===== src/rtl/core/mfwq_pkg.sv =====
// Package for the mutex with FIFO waiter queue.
// Holds sizes, opcode and status codes, payload structs and controller types.
// No dependencies.
package mfwq_pkg;

  localparam int QUEUE_DEPTH  = 16;
  localparam int TASK_ID_BITS = 8;
  localparam int FILL_W       = $clog2(QUEUE_DEPTH + 1);
  localparam int PTR_W        = (QUEUE_DEPTH > 1) ? $clog2(QUEUE_DEPTH) : 1;

  typedef enum logic [1:0] {
    OP_LOCK    = 2'd0,
    OP_TRYLOCK = 2'd1,
    OP_UNLOCK  = 2'd2,
    OP_RSVD    = 2'd3
  } opcode_t;

  typedef enum logic [2:0] {
    ST_GRANTED  = 3'd0,
    ST_QUEUED   = 3'd1,
    ST_RETRY    = 3'd2,
    ST_BUSY     = 3'd3,
    ST_ERROR    = 3'd4,
    ST_RELEASED = 3'd5
  } status_t;

  typedef logic [TASK_ID_BITS-1:0] task_id_t;

  typedef struct packed {
    opcode_t  opcode;
    task_id_t task_id;
  } req_t;

  typedef struct packed {
    status_t  status;
    logic     wake_valid;
    task_id_t wake_task;
    task_id_t current_owner;
  } rsp_t;

  typedef enum logic {
    S_IDLE = 1'b0,
    S_EXEC = 1'b1
  } state_t;

  // Controller to datapath commands.
  typedef struct packed {
    logic capture;
    logic exec;
  } cmd_t;

  // Datapath to controller status.
  typedef struct packed {
    logic out_blocked;
  } dp_stat_t;

endpackage


===== src/rtl/core/mutex_with_fifo_waiter_queue.sv =====
// Top level of the hardware mutex with a FIFO wait queue.
// Instantiates mfwq_ctrl and mfwq_dp; depends on mfwq_pkg.
//
// Each request (lock, trylock, unlock with a task id) is one transfer on the
// req channel and yields exactly one transfer on the rsp channel. A request
// is first captured and then executed against the lock state and the
// waiter queue; a new request is taken only once the last one has executed.
// The queue head is read from a registered memory port, which is what sets
// the capture/execute split. The output register lets the next request be
// captured while a result still waits; execution holds while that register
// is full and not being taken. Lock on a held mutex pushes the caller onto
// a circular queue of QUEUE_DEPTH entries unless its id is zero or the
// queue is full; unlock pops the oldest waiter and reports it in wake_task,
// without making it owner. Unlock does not check the owner. Queue entries
// need no reset: only entries that were pushed are ever popped.
module mutex_with_fifo_waiter_queue import mfwq_pkg::*; (
  input  logic clk,
  input  logic rst,
  input  logic req_valid,
  output logic req_ready,
  input  req_t req,
  output logic rsp_valid,
  input  logic rsp_ready,
  output rsp_t rsp
);

  cmd_t     cmd;
  dp_stat_t stat;

  // Sequence capture and execute.
  mfwq_ctrl u_ctrl (
    .clk       (clk),
    .rst       (rst),
    .req_valid (req_valid),
    .req_ready (req_ready),
    .stat      (stat),
    .cmd       (cmd)
  );

  // Hold lock state, queue and result register.
  mfwq_dp u_dp (
    .clk       (clk),
    .rst       (rst),
    .req       (req),
    .cmd       (cmd),
    .stat      (stat),
    .rsp_valid (rsp_valid),
    .rsp_ready (rsp_ready),
    .rsp       (rsp)
  );

endmodule


===== src/rtl/core/mfwq_ctrl.sv =====
// Controller state machine for the mutex unit.
// Sequences capture and execute of one request; depends on mfwq_pkg.
module mfwq_ctrl import mfwq_pkg::*; (
  input  logic     clk,
  input  logic     rst,
  input  logic     req_valid,
  output logic     req_ready,
  input  dp_stat_t stat,
  output cmd_t     cmd
);

  state_t state, state_next;

  always_ff @(posedge clk) begin
    if (rst) begin
      state <= S_IDLE;
    end else begin
      state <= state_next;
    end
  end

  always_comb begin
    state_next = state;
    unique case (state)
      S_IDLE: begin
        if (req_valid) state_next = S_EXEC;
      end
      S_EXEC: begin
        if (!stat.out_blocked) state_next = S_IDLE;
      end
      default: state_next = S_IDLE;
    endcase
  end

  always_comb begin
    req_ready   = 1'b0;
    cmd.capture = 1'b0;
    cmd.exec    = 1'b0;
    unique case (state)
      S_IDLE: begin
        req_ready   = 1'b1;
        cmd.capture = req_valid;
      end
      S_EXEC: begin
        // hold while the output register is full and not being taken
        cmd.exec = !stat.out_blocked;
      end
      default: ;
    endcase
  end

endmodule


===== src/rtl/core/mfwq_dp.sv =====
// Datapath for the mutex unit: lock state, circular waiter queue, output register.
// Acts on controller commands; depends on mfwq_pkg.
module mfwq_dp import mfwq_pkg::*; (
  input  logic     clk,
  input  logic     rst,
  input  req_t     req,
  input  cmd_t     cmd,
  output dp_stat_t stat,
  output logic     rsp_valid,
  input  logic     rsp_ready,
  output rsp_t     rsp
);

  req_t              req_q;
  logic              held, held_next;
  task_id_t          owner, owner_next;
  logic [FILL_W-1:0] fill, fill_next;
  logic [PTR_W-1:0]  head, head_next;
  logic [PTR_W-1:0]  tail, tail_next;
  task_id_t          mem [QUEUE_DEPTH];
  task_id_t          head_data;
  logic              push, pop;
  rsp_t              rsp_next;

  function automatic logic [PTR_W-1:0] ptr_inc(input logic [PTR_W-1:0] p);
    if (p == PTR_W'(QUEUE_DEPTH - 1)) begin
      return '0;
    end else begin
      return p + PTR_W'(1);
    end
  endfunction

  // Capture the request.
  always_ff @(posedge clk) begin
    if (cmd.capture) req_q <= req;
  end

  // Queue storage; the head entry is read into a register every cycle.
  always_ff @(posedge clk) begin
    if (push) mem[tail] <= req_q.task_id;
    head_data <= mem[head];
  end

  always_comb begin
    held_next  = held;
    owner_next = owner;
    fill_next  = fill;
    head_next  = head;
    tail_next  = tail;
    push       = 1'b0;
    pop        = 1'b0;
    rsp_next.status     = ST_ERROR;
    rsp_next.wake_valid = 1'b0;
    rsp_next.wake_task  = '0;
    unique case (req_q.opcode)
      OP_LOCK: begin
        if (!held) begin
          held_next       = 1'b1;
          owner_next      = req_q.task_id;
          rsp_next.status = ST_GRANTED;
        end else if (req_q.task_id != '0 && fill < FILL_W'(QUEUE_DEPTH)) begin
          push            = cmd.exec;
          rsp_next.status = ST_QUEUED;
        end else begin
          rsp_next.status = ST_RETRY;
        end
      end
      OP_TRYLOCK: begin
        if (!held) begin
          held_next       = 1'b1;
          owner_next      = req_q.task_id;
          rsp_next.status = ST_GRANTED;
        end else begin
          rsp_next.status = ST_BUSY;
        end
      end
      OP_UNLOCK: begin
        if (held) begin
          held_next       = 1'b0;
          owner_next      = '0;
          rsp_next.status = ST_RELEASED;
          if (fill != '0) begin
            pop                 = cmd.exec;
            rsp_next.wake_valid = 1'b1;
            rsp_next.wake_task  = head_data;
          end
        end
      end
      default: ;
    endcase
    if (push) begin
      tail_next = ptr_inc(tail);
      fill_next = fill + FILL_W'(1);
    end
    if (pop) begin
      head_next = ptr_inc(head);
      fill_next = fill - FILL_W'(1);
    end
    rsp_next.current_owner = held_next ? owner_next : '0;
  end

  always_ff @(posedge clk) begin
    if (rst) begin
      held  <= 1'b0;
      owner <= '0;
      fill  <= '0;
      head  <= '0;
      tail  <= '0;
    end else if (cmd.exec) begin
      held  <= held_next;
      owner <= owner_next;
      fill  <= fill_next;
      head  <= head_next;
      tail  <= tail_next;
    end
  end

  // Output register.
  always_ff @(posedge clk) begin
    if (rst) begin
      rsp_valid <= 1'b0;
    end else if (cmd.exec) begin
      rsp_valid <= 1'b1;
    end else if (rsp_ready) begin
      rsp_valid <= 1'b0;
    end
  end

  always_ff @(posedge clk) begin
    if (cmd.exec) rsp <= rsp_next;
  end

  assign stat.out_blocked = rsp_valid && !rsp_ready;

endmodule


===== config.mk =====
export PLATFORM = sky130hd
export DESIGN_NAME = mutex_with_fifo_waiter_queue
export DESIGN_NICKNAME = d
export VERILOG_FILES = /design/src/rtl/core/mfwq_pkg.sv /design/src/rtl/core/mutex_with_fifo_waiter_queue.sv /design/src/rtl/core/mfwq_ctrl.sv /design/src/rtl/core/mfwq_dp.sv
export SDC_FILE = /design/constraint.sdc
export NUM_CORES = 1
export LEC_CHECK = 0
export BUFFER_PORTS_ARGS = -buffer_cell sky130_fd_sc_hd__buf_2
export CELL_PAD_IN_SITES_DETAIL_PLACEMENT = 1
export CELL_PAD_IN_SITES_GLOBAL_PLACEMENT = 1
export CORE_UTILIZATION = 35
export CTS_CLUSTER_SIZE = 24
export DETAILED_ROUTE_END_ITERATION = 16
export GPL_TIMING_DRIVEN = 0
export PLACE_DENSITY = 0.54
export SLEW_MARGIN = 20
export SYNTH_ARGS = -nofsm -noshare
export SYNTH_HDL_FRONTEND = slang
export SYNTH_SLANG_ARGS = --single-unit

===== constraint.sdc =====
create_clock -name clk -period 3 [get_ports clk]
set_input_delay 0.45 -clock clk [delete_from_list [all_inputs] [get_ports clk]]
set_output_delay 0.45 -clock clk [all_outputs]
set_load 0.05 [all_outputs]

* After elaboration in Yosys (flattened, before gate mapping)
Memories as Yosys holds them, arrays and structs flattened. A register that Yosys moved wholly into a read port is not among the register bits. Cells that the tools add are included.
Operators by class: add/subtract/negate cells 4, multipliers 0, div/mod/pow operators 0, order comparisons 1, equal/unequal tests 4, shift operators 0, muxes and demuxes 30, bitwise gates (word level) 1, reduce and logical (&&, ||, !) cells 15
Operator list (number):
- 8-bit 2-to-1 mux | 2
- 8-bit one-hot mux with 2 select lines | 1
- 1-bit 2-to-1 mux | 15
- 10-bit 2-to-1 mux | 1
- 5-bit 2-to-1 mux | 2
- 9-bit 2-to-1 mux | 1
- 3-bit one-hot mux with 3 select lines | 1
- 4-bit by 1-bit adder with 4-bit output (second input constant) | 2
- 4-bit == test (second input constant) | 2
- 4-bit 2-to-1 mux | 2
- 2-bit AND reduction | 4
- 8-bit nonzero test | 1
- 2-bit 2-to-1 mux | 3
- 5-bit by 1-bit adder with 5-bit output (second input constant) | 1
- 5-bit less-than comparator (second input constant) | 1
- 5-bit nonzero test | 1
- 5-bit by 1-bit subtractor with 5-bit output (second input constant) | 1
- 1-bit one-hot mux with 2 select lines | 2
- 2-bit nonzero test | 2
- 3-bit AND reduction | 1
- 2-bit by 1-bit == test with 1-bit output (second input constant) | 1
- 2-bit == test (second input constant) | 1
- 1-bit logical AND | 2
- 1-bit zero test | 2
- other kinds (3) | 3
Word-level totals: register bits after elaboration 54, latch bits 0, bits in writable memories 128, bits in read-only memories 0, input bits 14, output and inout bits 22, memories kept 1
Memories:
- u_dp.mem | depth 16, bits a word 8, rd ports 1, clocked after memory_dff 1, wr ports 1, line mfwq_dp.sv:20 | task_id_t mem [QUEUE_DEPTH];

* Logic depth before layout (Yosys ltp)
Gate-level depths: netlist of the first run.
word-level depth 9, depth in mapped cells 8

* Cells and area by module
From an unflattened synthesis of the first run, not the netlist that was laid out.
Unflattened totals: cells, all modules 426, area, all modules 7369.6 um^2
By module, submodules not included:
- mfwq_dp | times used 1, cells an instance 420, area each 7319.5 um^2
- mfwq_ctrl | times used 1, cells an instance 6, area each 50.0 um^2

* Worst setup path before layout of the first run
OpenSTA, ideal clock, no wires.
kind flip-flop to flip-flop, start point register u_dp.fill[0], end point register u_dp.fill[2], library setup time 78 ps, arrival time 2495 ps, slack 427 ps, cell stages (with the launch flop) 9, path buffers 0, cells stage by stage dfxtp_1 -> nor3_1 -> nor3b_1 -> nor2_1 -> mux2_2 -> ha_1 -> or4_1 -> and3b_1 -> nor3_1
Between the ends: cells in the longest elaborated chain, start to end 7
RTL lines:
- from (decl) | line mfwq_dp.sv:17 | logic [FILL_W-1:0] fill, fill_next;
- from (signal assigned) | line mfwq_dp.sv:112 | fill <= fill_next;
- 5-bit less-than comparator | line mfwq_dp.sv:61 | end else if (req_q.task_id != '0 && fill < FILL_W'(QUEUE_DEPTH)) begin
- 1-bit logical AND | line mfwq_dp.sv:61
- 1-bit 2-to-1 mux | line mfwq_dp.sv:61
- 1-bit 2-to-1 mux | line mfwq_dp.sv:57 | if (!held) begin
- 1-bit 2-to-1 mux | line mfwq_dp.sv:55 | unique case (req_q.opcode)
- 2-bit nonzero test (no source line)
- 2-bit AND reduction (no source line)
Several ways; a longest one is shown, not always the timed one. The select of a mux whose other input is x is not followed. A chain may end at the register's enable or synchronous reset.

* Final worst setup path of the first run
Same ends and word-level chain as after synthesis.

==> implementation parameters, run 1 <==
Parameter                              Value

Worst setup path
  Most used cell, CP ... nor3_1
  Category of the most critical setup path ... reg2reg
  Data required time of the worst path ... approximately 3400 ps
  CP endpoint kind ... register
  CP Max Fanout ... 8
  Largest incremental delay on the critical path ... roughly 540 ps
  Arrival time at the worst endpoint ... between 3000 and 4000 ps
  Startpoint class of the critical path ... register
  Slowest-stage cell, CP ... or4_1
  Sequence of cells on the critical path ... nor3_1 > nor3b_4 > nor2_1 > mux2_2 > ha_1 > or4_1 > and3b_1 > nor3_1

Clock network
  Clock latency of the later-clocked register in the worst-skew pair ... between 400 and 500 ps
  Clock H-tree levels ... 4
  Clock transition at the registers of the reported paths ... roughly 70 ps
  Number of clock sinks ... 190
  Inserted Clock Buffers ... 17
  Clock tree from TritonCTS ... done
  Number of buffers on the longest clock path ... 2
  Cell chosen for the clock root ... clkbuf_16

Die
  Number of primary I/O pins ... 36
  Die extent in x ... about 150 um
  Area of the die ... around 0.021 mm^2
  Core area ... slightly above 0.02 mm^2
  Starting density of the core ... 0.3591
  Floorplan die height ... 146.5 um
  Number of placement rows ... 52

Route
  Remaining DRCs ... 0
  Count of nets left with antenna violations after detail routing ... 0
  Violation count after the first detailed-route iteration ... between 200 and 300
  Per-cell routed wire length ... 21.58 um
  First-pass detailed-route iteration total ... 4
  Detailed-route wire length ... about 16000 um
  Vias per cell ... between 5 and 6
  Overall via count from detail_route ... just under 4000

Timing
  Post-route minimum period ... 2674 ps
  Least-Margin Pin Slew ... ~960 ps
  Setup slack of the critical path after layout ... 325.7 ps
  Setup TNS ... 0 ps
  Worst slew slack as a fraction of its limit ... 0.3582
  Max Clock Freq ... roughly 370 MHz
  Final setup violation count ... 0
  Hold violation count in the final report ... 0
  RSZ-0062 raised after global routing ... no
  Final max-slew violation count ... 0
  WHS ... a little under 200 ps
  Final clock period utilization by the worst path ... 0.8914
  Worst setup skew after layout ... between 9 and 10 ps

Power
  Power density of the placed cells ... 622.0 mW/mm^2
  IR drop worst, VDD ... 0.0003973 V
  Standby leakage power ... ~2.8 nW
  Overall power of the completed layout ... between 5 and 6 mW

Synthesis
  Asr flop ratio synth ... 0
  Prevailing post-synth register cell ... edfxtp_1
  Netlist Area Pre-Place ... 0.007312 mm^2
  Net count after synthesis ... about 420
  EDFF count, synth ... about 160
  Most area-consuming cells after synthesis ... edfxtp_1, mux4_2, dfxtp_1
  Biggest area consumer among synthesized cells ... edfxtp_1
  Most common cell in the netlist ... edfxtp_1
  Number of cells produced by synthesis ... roughly 400
  Leading cell types by count after synthesis ... edfxtp_1, mux4_2, nor2_1
  Number of synthesized register bits ... between 150 and 200
  Sequential area share after synthesis ... 0.7365
  YS warnings ... 0
  Avg Cell Area, Syn ... around 18 um^2
  Count of unique library cells instantiated by Yosys ... 39
  Area share of the leading cell type in the synthesized netlist ... 0.6489

GRT
  Overall Global Routing Usage ... 0.1627
  Number of global-route vias before repair ... between 4000 and 5000
  Global route overflow ... 0
  First-pass GRT wire length ... about 25000 um
  Number of antenna violations at the first check in global routing ... 1
  Maximum number of pins on one net before global-route repair ... 24

Layout
  Layout cells sized above 1 ... 0.3053
  Sequential standard cell area ... ~0.0054 mm^2
  Multi-input logic area ... roughly 0.0019 mm^2
  Final non-filler cell total ... ~760
  Diode insertion count for antenna repair ... 0
  Area growth from synthesis to layout ... 17.47%
  Finished Core Util ... 0.4218
  Fillers ... 1970
  Final net count ... ~500
  Non-Filler Cell Area, Final ... around 0.0086 mm^2

Run
  Total of max-cap violations ... 0

Placement
  Worst slack, placed ... -155.7 ps
  Post-Place Cells ... slightly above 700
  Post-DP HPWL ... ~11000 um
  Weighted congestion reported at the end of routability-driven placement ... between 0.7 and 0.8
  # port buffers ... 34
  Cell area reported after detailed placement ... 0.007870 mm^2

Run status
  Status ... finished, final reports clean

Worst hold path
  Worst min-delay path class ... in2reg
==> where the power goes <==
group / total [mW] / leakage, nW / internal [mW] / switching [mW]
Sequential: 2.92 / 1.70 / 2.89 / 0.0213
Clock: 2.21 / 0.278 / 1.17 / 1.04
Combinational: 0.217 / 0.814 / 0.0531 / 0.164
Total: 5.34 / 2.79 / 4.12 / 1.22
==> layer usage <==
| metal | vias up | wire [um] | track usage |
|---|---|---|---|
| li1 | 1746 | - | - |
| met1 | 2030 | 7600 | 0.2231 |
| met2 | 81 | 7908 | 0.2590 |
| met3 | 15 | 674 | 0.03781 |
| met4 | 0 | 176 | 0.04583 |
| met5 | - | 0 | 0 |
==> cells in the final DEF, fill, tap and decap left out, types with 6 or more instances in the layout <==
| cell | instances |
|---|---|
| and2_1 | 8 |
| mux4_2 | 40 |
| dfxtp_1 | 32 |
| a32o_1 | 8 |
| nand2_1 | 18 |
| buf_4 | 18 |
| edfxtp_1 | 158 |
| a22oi_1 | 8 |
| nor2_2 | 9 |
| clkbuf_1 | 12 |
| ha_1 | 6 |
| inv_1 | 6 |
| clkbuf_16 | 17 |
| buf_2 | 39 |
| nand3_1 | 9 |
| a21oi_1 | 8 |
| nor2_1 | 25 |
==> path summary, 6_finish.rpt <==
path / from / end / slack (ps) / cells after the start
hold / removal: req[9] / u_dp.req_q[9] / 190 / 1
hold reg to reg: u_dp.owner[1] / u_dp.owner[1] / 500 / 2
setup / recovery: u_dp.fill[0] / u_dp.fill[2] / 330 / 8
setup reg to reg: u_dp.fill[0] / u_dp.fill[2] / 330 / 8
==> logic make-up (layout without fill, tap and decap cells) <==
logic type	count (synthesis)	in the layout	synth area share
compound gates	37	37	0.03799
xor+xnor	3	3	0.003594
fa+ha+maj	6	6	0.01027
buf+inv	25	109	0.01369
flops	190	190	0.7365
mux	44	44	0.1292
simple gates	99	99	0.06879
==> registers in the layout, indices dropped and copies added (netlist names) <==
| name | cells |
|---|---|
| u_dp.fill | 5 |
| u_dp.tail | 4 |
| u_dp.req_q | 10 |
| u_dp.rsp | 20 |
| u_dp.owner | 8 |
| u_ctrl.state | 1 |
| u_dp.held | 1 |
| u_dp.head_data | 8 |
| u_dp.rsp_valid | 1 |
| u_dp.mem | 128 |
| u_dp.head | 4 |
==> cell type report <==
class / instances / area share
buffer: 19 / 0.009031
tap: 270 / 0.03933
timing repair buffer: 52 / 0.03554
clock inverter: 15 / 0.01777
clock buffer: 17 / 0.04953
multi-input combinational: 189 / 0.2192
sequential: 190 / 0.6269
inverter: 6 / 0.002622
==> what timing repair did <==
action / 4_1_cts / 5_1_grt
buffers inserted: 3 / 11
hold buffers: 0 / 0
resized for setup: 5 / 6
setup endpoints to repair: 73 / 73
==> worst max-delay path: cells and delay by family (launching register included) <==
family | cells | cell delay (ps)
fa+ha+maj | 1 | 240
flops | 1 | 370
mux | 1 | 290
simple gates | 6 | 1690
Note: power is estimated with default switching activity, not from simulation.
==> inputs of run 2 (changes only) <==
--- a/config.mk
+++ b/config.mk
@@ -8,11 +8,11 @@
 export BUFFER_PORTS_ARGS = -buffer_cell sky130_fd_sc_hd__buf_2
 export CELL_PAD_IN_SITES_DETAIL_PLACEMENT = 1
 export CELL_PAD_IN_SITES_GLOBAL_PLACEMENT = 1
-export CORE_UTILIZATION = 35
+export CORE_UTILIZATION = 52
 export CTS_CLUSTER_SIZE = 24
 export DETAILED_ROUTE_END_ITERATION = 16
 export GPL_TIMING_DRIVEN = 0
-export PLACE_DENSITY = 0.54
+export PLACE_DENSITY = 0.76
 export SLEW_MARGIN = 20
 export SYNTH_ARGS = -nofsm -noshare
 export SYNTH_HDL_FRONTEND = slang
==> implementation parameters, run 2 (same netlist as run 1, synthesis figures left out) <==
Parameter                              Value

Worst setup path
  R2R setup slack ... 140 ps (was 330 ps)
  Category of the most critical setup path ... reg2reg (unchanged)
  Worst reg-to-reg path cell count ... 5 (was 8)
  Data required time of the worst path ... 3070 ps (was 3350 ps)
  Worst reg2reg startpoint ... u_dp.req_q[2] (was u_dp.fill[0])
  Arrival time at the worst endpoint ... 2920 ps (was 3030 ps)
  Endpoint of the most critical register-to-register path ... u_dp.mem[2][0] (was u_dp.fill[2])
  Startpoint class of the critical path ... register (unchanged)
  CP Max Fanout ... 19 (was 8)
  CP endpoint kind ... register (unchanged)
  Crit. Startpoint ... u_dp.req_q[2] (was u_dp.fill[0])

Route
  Remaining DRCs ... 0 (unchanged)
  Per-cell routed wire length ... 23.67 um (was 21.58 um)
  Count of nets left with antenna violations after detail routing ... 0 (unchanged)
  Detailed-route wire length ... 15460 um (was 16360 um)
  Overall via count from detail_route ... 3843 (was 3872)
  Vias per cell ... 5.885 (was 5.108)
  Violation count after the first detailed-route iteration ... 352 (was 263)
  First-pass detailed-route iteration total ... 4 (unchanged)

Timing
  Max Clock Freq ... 350.0 MHz (was 373.9 MHz)
  Worst setup skew after layout ... 10.31 ps (was 9.151 ps)
  Hold violation count in the final report ... 0 (unchanged)
  Least-Margin Pin Slew ... 1028 ps (was 955.3 ps)
  Final clock period utilization by the worst path ... 0.9523 (was 0.8914)
  Final max-slew violation count ... 0 (unchanged)
  WHS ... 194.7 ps (was 194.4 ps)
  Worst slew slack as a fraction of its limit ... 0.3133 (was 0.3582)
  Post-route minimum period ... 2857 ps (was 2674 ps)
  Final setup violation count ... 0 (unchanged)

Die
  Starting density of the core ... 0.5435 (was 0.3591)
  Area of the die ... 0.01454 mm^2 (was 0.02147 mm^2)
  Die extent in x ... 120.6 um (was 146.5 um)
  Floorplan die height ... 120.6 um (was 146.5 um)
  Number of placement rows ... 42 (was 52)
  Number of primary I/O pins ... 36 (unchanged)
  Core area ... 0.01345 mm^2 (was 0.02036 mm^2)

Worst hold path
  Hold-critical path endpoint ... u_dp.req_q[1] (was u_dp.req_q[9])
  Worst Min Path Start ... req[1] (was req[9])
  Worst min-delay path class ... in2reg (unchanged)
  Cells on Worst Hold Path ... 1 (unchanged)

Clock network
  Clock transition at the registers of the reported paths ... 60 ps (was 70 ps)
  Clock latency of the later-clocked register in the worst-skew pair ... 430 ps (about the same)
  Clock H-tree levels ... 4 (unchanged)
  Number of buffers on the longest clock path ... 2 (unchanged)
  Clock tree from TritonCTS ... done (unchanged)
  Cell chosen for the clock root ... clkbuf_16 (unchanged)
  Inserted Clock Buffers ... 17 (unchanged)
  Number of buffers inserted by hold repair at cts ... 0 (unchanged)
  Number of clock sinks ... 190 (unchanged)

Placement
  Post-Place Cells ... 614 (was 712)
  Post-DP HPWL ... 10230 um (was 10590 um)
  Cell area reported after detailed placement ... 0.007722 mm^2 (was 0.007870 mm^2)
  Weighted congestion reported at the end of routability-driven placement ... 0.7739 (was 0.7279)
  # port buffers ... 34 (unchanged)

Layout
  Largest registers ... u_dp.mem x128, u_dp.rsp x20, u_dp.req_q x10 (unchanged)
  Layout cells sized above 1 ... 0.2746 (was 0.3053)
  Final net count ... 484 (was 495)
  Most used cells in the layout excluding fill and tap cells ... edfxtp_1, mux4_2, buf_2, dfxtp_1, nor2_1 (unchanged)
  Most frequent standard cell in the layout excluding fill and tap cells ... edfxtp_1 (unchanged)
  Final non-filler cell total ... 653 (was 758)
  Diode insertion count for antenna repair ... 0 (unchanged)
  Area growth from synthesis to layout ... 14.00% (was 17.47%)
  Non-Filler Cell Area, Final ... 0.008335 mm^2 (was 0.008589 mm^2)
  Fillers ... 1221 (was 1970)
  Flip-flop count of the largest register, all copies and words added ... 128 (unchanged)
  Largest register by flop count ... u_dp.mem (unchanged)

Power
  IR drop worst, VDD ... 0.0005919 V (was 0.0003973 V)
  Switching Share ... 0.2127 (was 0.2289)
  Part of the total power dissipated in sequential elements ... 0.575 (was 0.546)
  Overall power of the completed layout ... 5.104 mW (was 5.343 mW)
  Power density of the placed cells ... 612.4 mW/mm^2 (was 622.0 mW/mm^2)
  Standby leakage power ... 2.679 nW (was 2.790 nW)
  Portion of total power attributed to the clock network ... 0.388 (was 0.414)
  Cell internal power dissipation ... 4.019 mW (was 4.120 mW)
  NetSw ... 1.086 mW (was 1.223 mW)
  Portion of total power attributed to combinational logic ... 0.037 (was 0.041)

GRT
  Number of global-route vias before repair ... 3949 (was 4052)
  Maximum number of pins on one net before global-route repair ... 24 (unchanged)
  First-pass GRT wire length ... 23400 um (was 25070 um)
  Overall Global Routing Usage ... 0.2307 (was 0.1627)
  Number of antenna violations at the first check in global routing ... 0 (was 1)
  Global route overflow ... 0 (unchanged)

Run status
  Status ... finished, final reports clean (unchanged)

Run
  Total of max-cap violations ... 0 (unchanged)
run 2: power groups by stage:
| stage | Sequential, mW | Combinational, mW | Clock [mW] |
|---|---|---|---|
| floorplan | 3.04 | 0.0598 | 0 |
| global placement | 3.00 | 0.160 | 0 |
| detailed placement | 3.01 | 0.163 | 0 |
| CTS | 2.95 | 0.171 | 2.00 |
| global route | 2.94 | 0.203 | 2.09 |
| finish | 2.93 | 0.191 | 1.98 |
run 2: worst max-delay path by stage:
stage	endpoint	slack, ps	cells after the start
finish	u_dp.mem[2][0]	140	5
global route	u_dp.mem[1][6]	-4	5
CTS	u_dp.mem[2][0]	-70	5
detailed placement	u_dp.fill[2]	-110	8
global placement	u_dp.mem[1][6]	-390	5
floorplan	u_dp.fill[2]	430	8
run 2: cell type report:
type | instances | area (um^2) | area share
Sequential cell | 190 | 5385 | 0.6461
Multi-Input combinational cell | 189 | 1899 | 0.2279
Clock buffer | 25 | 465.4 | 0.05584
Timing Repair Buffer | 41 | 222.7 | 0.02672
Tap cell | 176 | 220.2 | 0.02642
Buffer | 19 | 77.57 | 0.009307
Clock inverter | 7 | 42.54 | 0.005104
Inverter | 6 | 22.52 | 0.002702
run 2: metrics by stage:
step                setup WS (ps)  TNS, ps    util
floorplan                   426.7        0       -
global placement           -388.1    -9880  0.5725
detailed placement         -111.6    -2216  0.5740
CTS                        -68.08    -1132  0.6146
global route               -4.470   -36.62  0.6196
finish                      143.0        0  0.6196
run 2: timing repair:
action	CTS	global route
endpoints found under the hold margin	0	0
endpoints found under the setup margin	73	89
pin swaps	0	0
buffers inserted	1	6
gates resized for setup	8	6
run 2: per-layer routing:
layer  GRT usage  wire length, um  up-vias
met5           0                0        -
met4     0.06173              127        0
met3     0.05236              898       10
met2      0.3743             7786      110
met1      0.3181             6643     2004
li1            -                -     1719
run 2: worst max-delay path, stage by stage, from the launching register on:
cell and delay [ps]:
edfxtp_1 860, nor4_1 170, a21o_1 270, nor2_1 390
nand2_1 310, nor3_4 490
==> inputs of run 3 (changes only) <==
--- a/config.mk
+++ b/config.mk
@@ -13,6 +13,7 @@
 export DETAILED_ROUTE_END_ITERATION = 16
 export GPL_TIMING_DRIVEN = 0
 export PLACE_DENSITY = 0.76
+export SETUP_SLACK_MARGIN = 0.2
 export SLEW_MARGIN = 20
 export SYNTH_ARGS = -nofsm -noshare
 export SYNTH_HDL_FRONTEND = slang
==> implementation parameters, run 3 (same netlist as run 1, synthesis figures left out) <==
Parameter                              Value

Power
  Overall power of the completed layout ... 5.110 mW (was 5.104 mW)
  Power density of the placed cells ... 608.5 mW/mm^2 (was 612.4 mW/mm^2)
  IR drop worst, VDD ... 0.0006066 V (was 0.0005919 V)
  Standby leakage power ... 2.709 nW (was 2.679 nW)

Timing
  Hold violation count in the final report ... 0 (unchanged)
  Final clock period utilization by the worst path ... 0.8989 (was 0.9523)
  Max Clock Freq ... 370.8 MHz (was 350.0 MHz)
  Post-route minimum period ... 2697 ps (was 2857 ps)
  WHS ... 193.5 ps (was 194.7 ps)
  RSZ-0062 raised after global routing ... no
  Least-Margin Pin Slew ... 984.7 ps (was 1028 ps)
  Final max-slew violation count ... 0 (unchanged)
  Worst setup skew after layout ... 8.753 ps (was 10.31 ps)
  Worst slew slack as a fraction of its limit ... 0.3422 (was 0.3133)
  Final setup violation count ... 0 (unchanged)
  Setup slack of the critical path after layout ... 303.4 ps (was 143.0 ps)

Layout
  Layout cells sized above 1 ... 0.2822 (was 0.2746)
  Flip-flop count of the largest register, all copies and words added ... 128 (unchanged)
  Largest registers ... u_dp.mem x128, u_dp.rsp x20, u_dp.req_q x10 (unchanged)
  Largest register by flop count ... u_dp.mem (unchanged)
  Multi-input logic area ... 0.001899 mm^2 (unchanged)
  Final net count ... 489 (was 484)
  Fillers ... 1216 (was 1221)
  Diode insertion count for antenna repair ... 0 (unchanged)
  Most frequent standard cell in the layout excluding fill and tap cells ... edfxtp_1 (unchanged)
  Finished Core Util ... 0.6243 (was 0.6196)
  Final non-filler cell total ... 658 (was 653)
  Most used cells in the layout excluding fill and tap cells ... edfxtp_1, mux4_2, buf_2, dfxtp_1, nor2_1 (unchanged)
  Sequential standard cell area ... 0.005385 mm^2 (unchanged)
  Area growth from synthesis to layout ... 14.85% (was 14.00%)

GRT
  Number of antenna violations at the first check in global routing ... 0 (unchanged)
  First-pass GRT wire length ... 23700 um (was 23400 um)
  Overall Global Routing Usage ... 0.2344 (was 0.2307)
  Number of global-route vias before repair ... 3982 (was 3949)
  Maximum number of pins on one net before global-route repair ... 24 (unchanged)
  Global route overflow ... 0 (unchanged)

Worst setup path
  Slowest-stage cell, CP ... nor2_2 (was edfxtp_1)
  Sequence of cells on the critical path ... clkbuf_1 > nor3b_1 > nand3_1 > nor2_1 > nand2_1 > nor2_2 (was nor4_1 > a21o_1 > nor2_1 > nand2_1 > nor3_4)
  Category of the most critical setup path ... reg2reg (unchanged)
  Arrival time at the worst endpoint ... 2760 ps (was 2920 ps)
  Last element of the critical path ... u_dp.mem[9][3] (was u_dp.mem[2][0])
  Worst reg-to-reg path cell count ... 6 (was 5)
  Crit. Startpoint ... u_dp.req_q[9] (was u_dp.req_q[2])
  Largest incremental delay on the critical path ... 490 ps (was 860 ps)
  CP Max Fanout ... 10 (was 19)
  Endpoint of the most critical register-to-register path ... u_dp.mem[9][3] (was u_dp.mem[2][0])
  Data required time of the worst path ... 3070 ps (about the same)
  R2R setup slack ... 300 ps (was 140 ps)
  Worst reg2reg startpoint ... u_dp.req_q[9] (was u_dp.req_q[2])
  CP endpoint kind ... register (unchanged)
  Startpoint class of the critical path ... register (unchanged)

Route
  Violation count after the first detailed-route iteration ... 363 (was 352)
  Overall via count from detail_route ... 3862 (was 3843)
  Per-cell routed wire length ... 23.89 um (was 23.67 um)
  Remaining DRCs ... 0 (unchanged)
  First-pass detailed-route iteration total ... 5 (was 4)
  Vias per cell ... 5.869 (was 5.885)
  Count of nets left with antenna violations after detail routing ... 0 (unchanged)
  Detailed-route wire length ... 15720 um (was 15460 um)

Run
  Total of max-cap violations ... 0 (unchanged)

Clock network
  Clock tree from TritonCTS ... done (unchanged)
  Clock transition at the registers of the reported paths ... 60 ps (about the same)
  Inserted Clock Buffers ... 17 (unchanged)
  Cell chosen for the clock root ... clkbuf_16 (unchanged)
  Clock H-tree levels ... 4 (unchanged)
  Number of clock sinks ... 190 (unchanged)
  Clock latency of the later-clocked register in the worst-skew pair ... 430 ps (about the same)
  Number of buffers on the longest clock path ... 2 (unchanged)

Die
  Area of the die ... 0.01454 mm^2 (unchanged)
  Floorplan die height ... 120.6 um (unchanged)
  Number of placement rows ... 42 (unchanged)
  Core area ... 0.01345 mm^2 (unchanged)
  Die extent in x ... 120.6 um (unchanged)
  Starting density of the core ... 0.5435 (unchanged)
  Number of primary I/O pins ... 36 (unchanged)

Placement
  Post-DP HPWL ... 10230 um (unchanged)
  Weighted congestion reported at the end of routability-driven placement ... 0.7739 (unchanged)
  # port buffers ... 34 (unchanged)
  Worst slack, placed ... -111.6 ps (unchanged)
  Post-Place Cells ... 614 (unchanged)

Run status
  Status ... finished, final reports clean (unchanged)

Worst hold path
  Worst min-delay path class ... in2reg (unchanged)
## run 3: changes by cell type in the layout (fill, tap and decap cells not counted), sizes merged
| cell | delta |
|---|---|
| buf | +5 |
## run 3: worst max-delay path: cells and delay by family, from the launching register on
kind / cells / cell delay [ps]
flops: 1 / 380
simple gates: 5 / 1730
buf+inv: 1 / 220
## run 3: worst min-delay path by stage
stage                           start       endpoint  slack, ps  depth (start not counted)
detailed placement  u_dp.head_data[7]   u_dp.rsp[15]        490                          1
global placement        u_dp.owner[6]  u_dp.owner[6]        480                          2
finish                         req[1]  u_dp.req_q[1]        190                          1
CTS                            req[8]  u_dp.req_q[8]        180                          1
global route                   req[0]  u_dp.req_q[0]        180                          1
floorplan               u_dp.owner[1]  u_dp.owner[1]        470                          2
## run 3: metrics by stage
step,area (um^2),TNS (ps)
detailed placement,7722,-2216
floorplan,7312,0
CTS,8337,0
finish,8398,0
global route,8398,0
global placement,7702,-9880
## run 3: metal layers
metal | part of all wire | GRT usage | vias up
met3 | 0.051 | 0.05236 | 9
met5 | 0 | 0 | -
met2 | 0.50 | 0.3754 | 96
met4 | 0.0079 | 0.06250 | 0
met1 | 0.44 | 0.3283 | 2025
li1 | - | - | 1732
## run 3: timing repair
| action | CTS | global route |
|---|---|---|
| endpoints found under the setup margin | 98 | 19 |
| resized for setup | 13 | 1 |
| hold endpoints to repair | 0 | 0 |
| hold buffers | 0 | 0 |
| pin swaps | 0 | 2 |
| buffers inserted | 8 | 4 |
## run 3: layout make-up
| cell class | instances | share of cell area |
|---|---|---|
| Timing Repair Buffer | 46 | 0.03397 |
| Multi-Input combinational cell | 189 | 0.2262 |
| Sequential cell | 190 | 0.6412 |
| Inverter | 6 | 0.002682 |
| Clock inverter | 7 | 0.005066 |
| Buffer | 19 | 0.009237 |
| Tap cell | 176 | 0.02622 |
| Clock buffer | 25 | 0.05542 |
## run 3: power breakdown
group	switching, mW	internal [mW]
sequential	0.0188	2.90
combinational	0.164	0.0478
clock	0.908	1.08
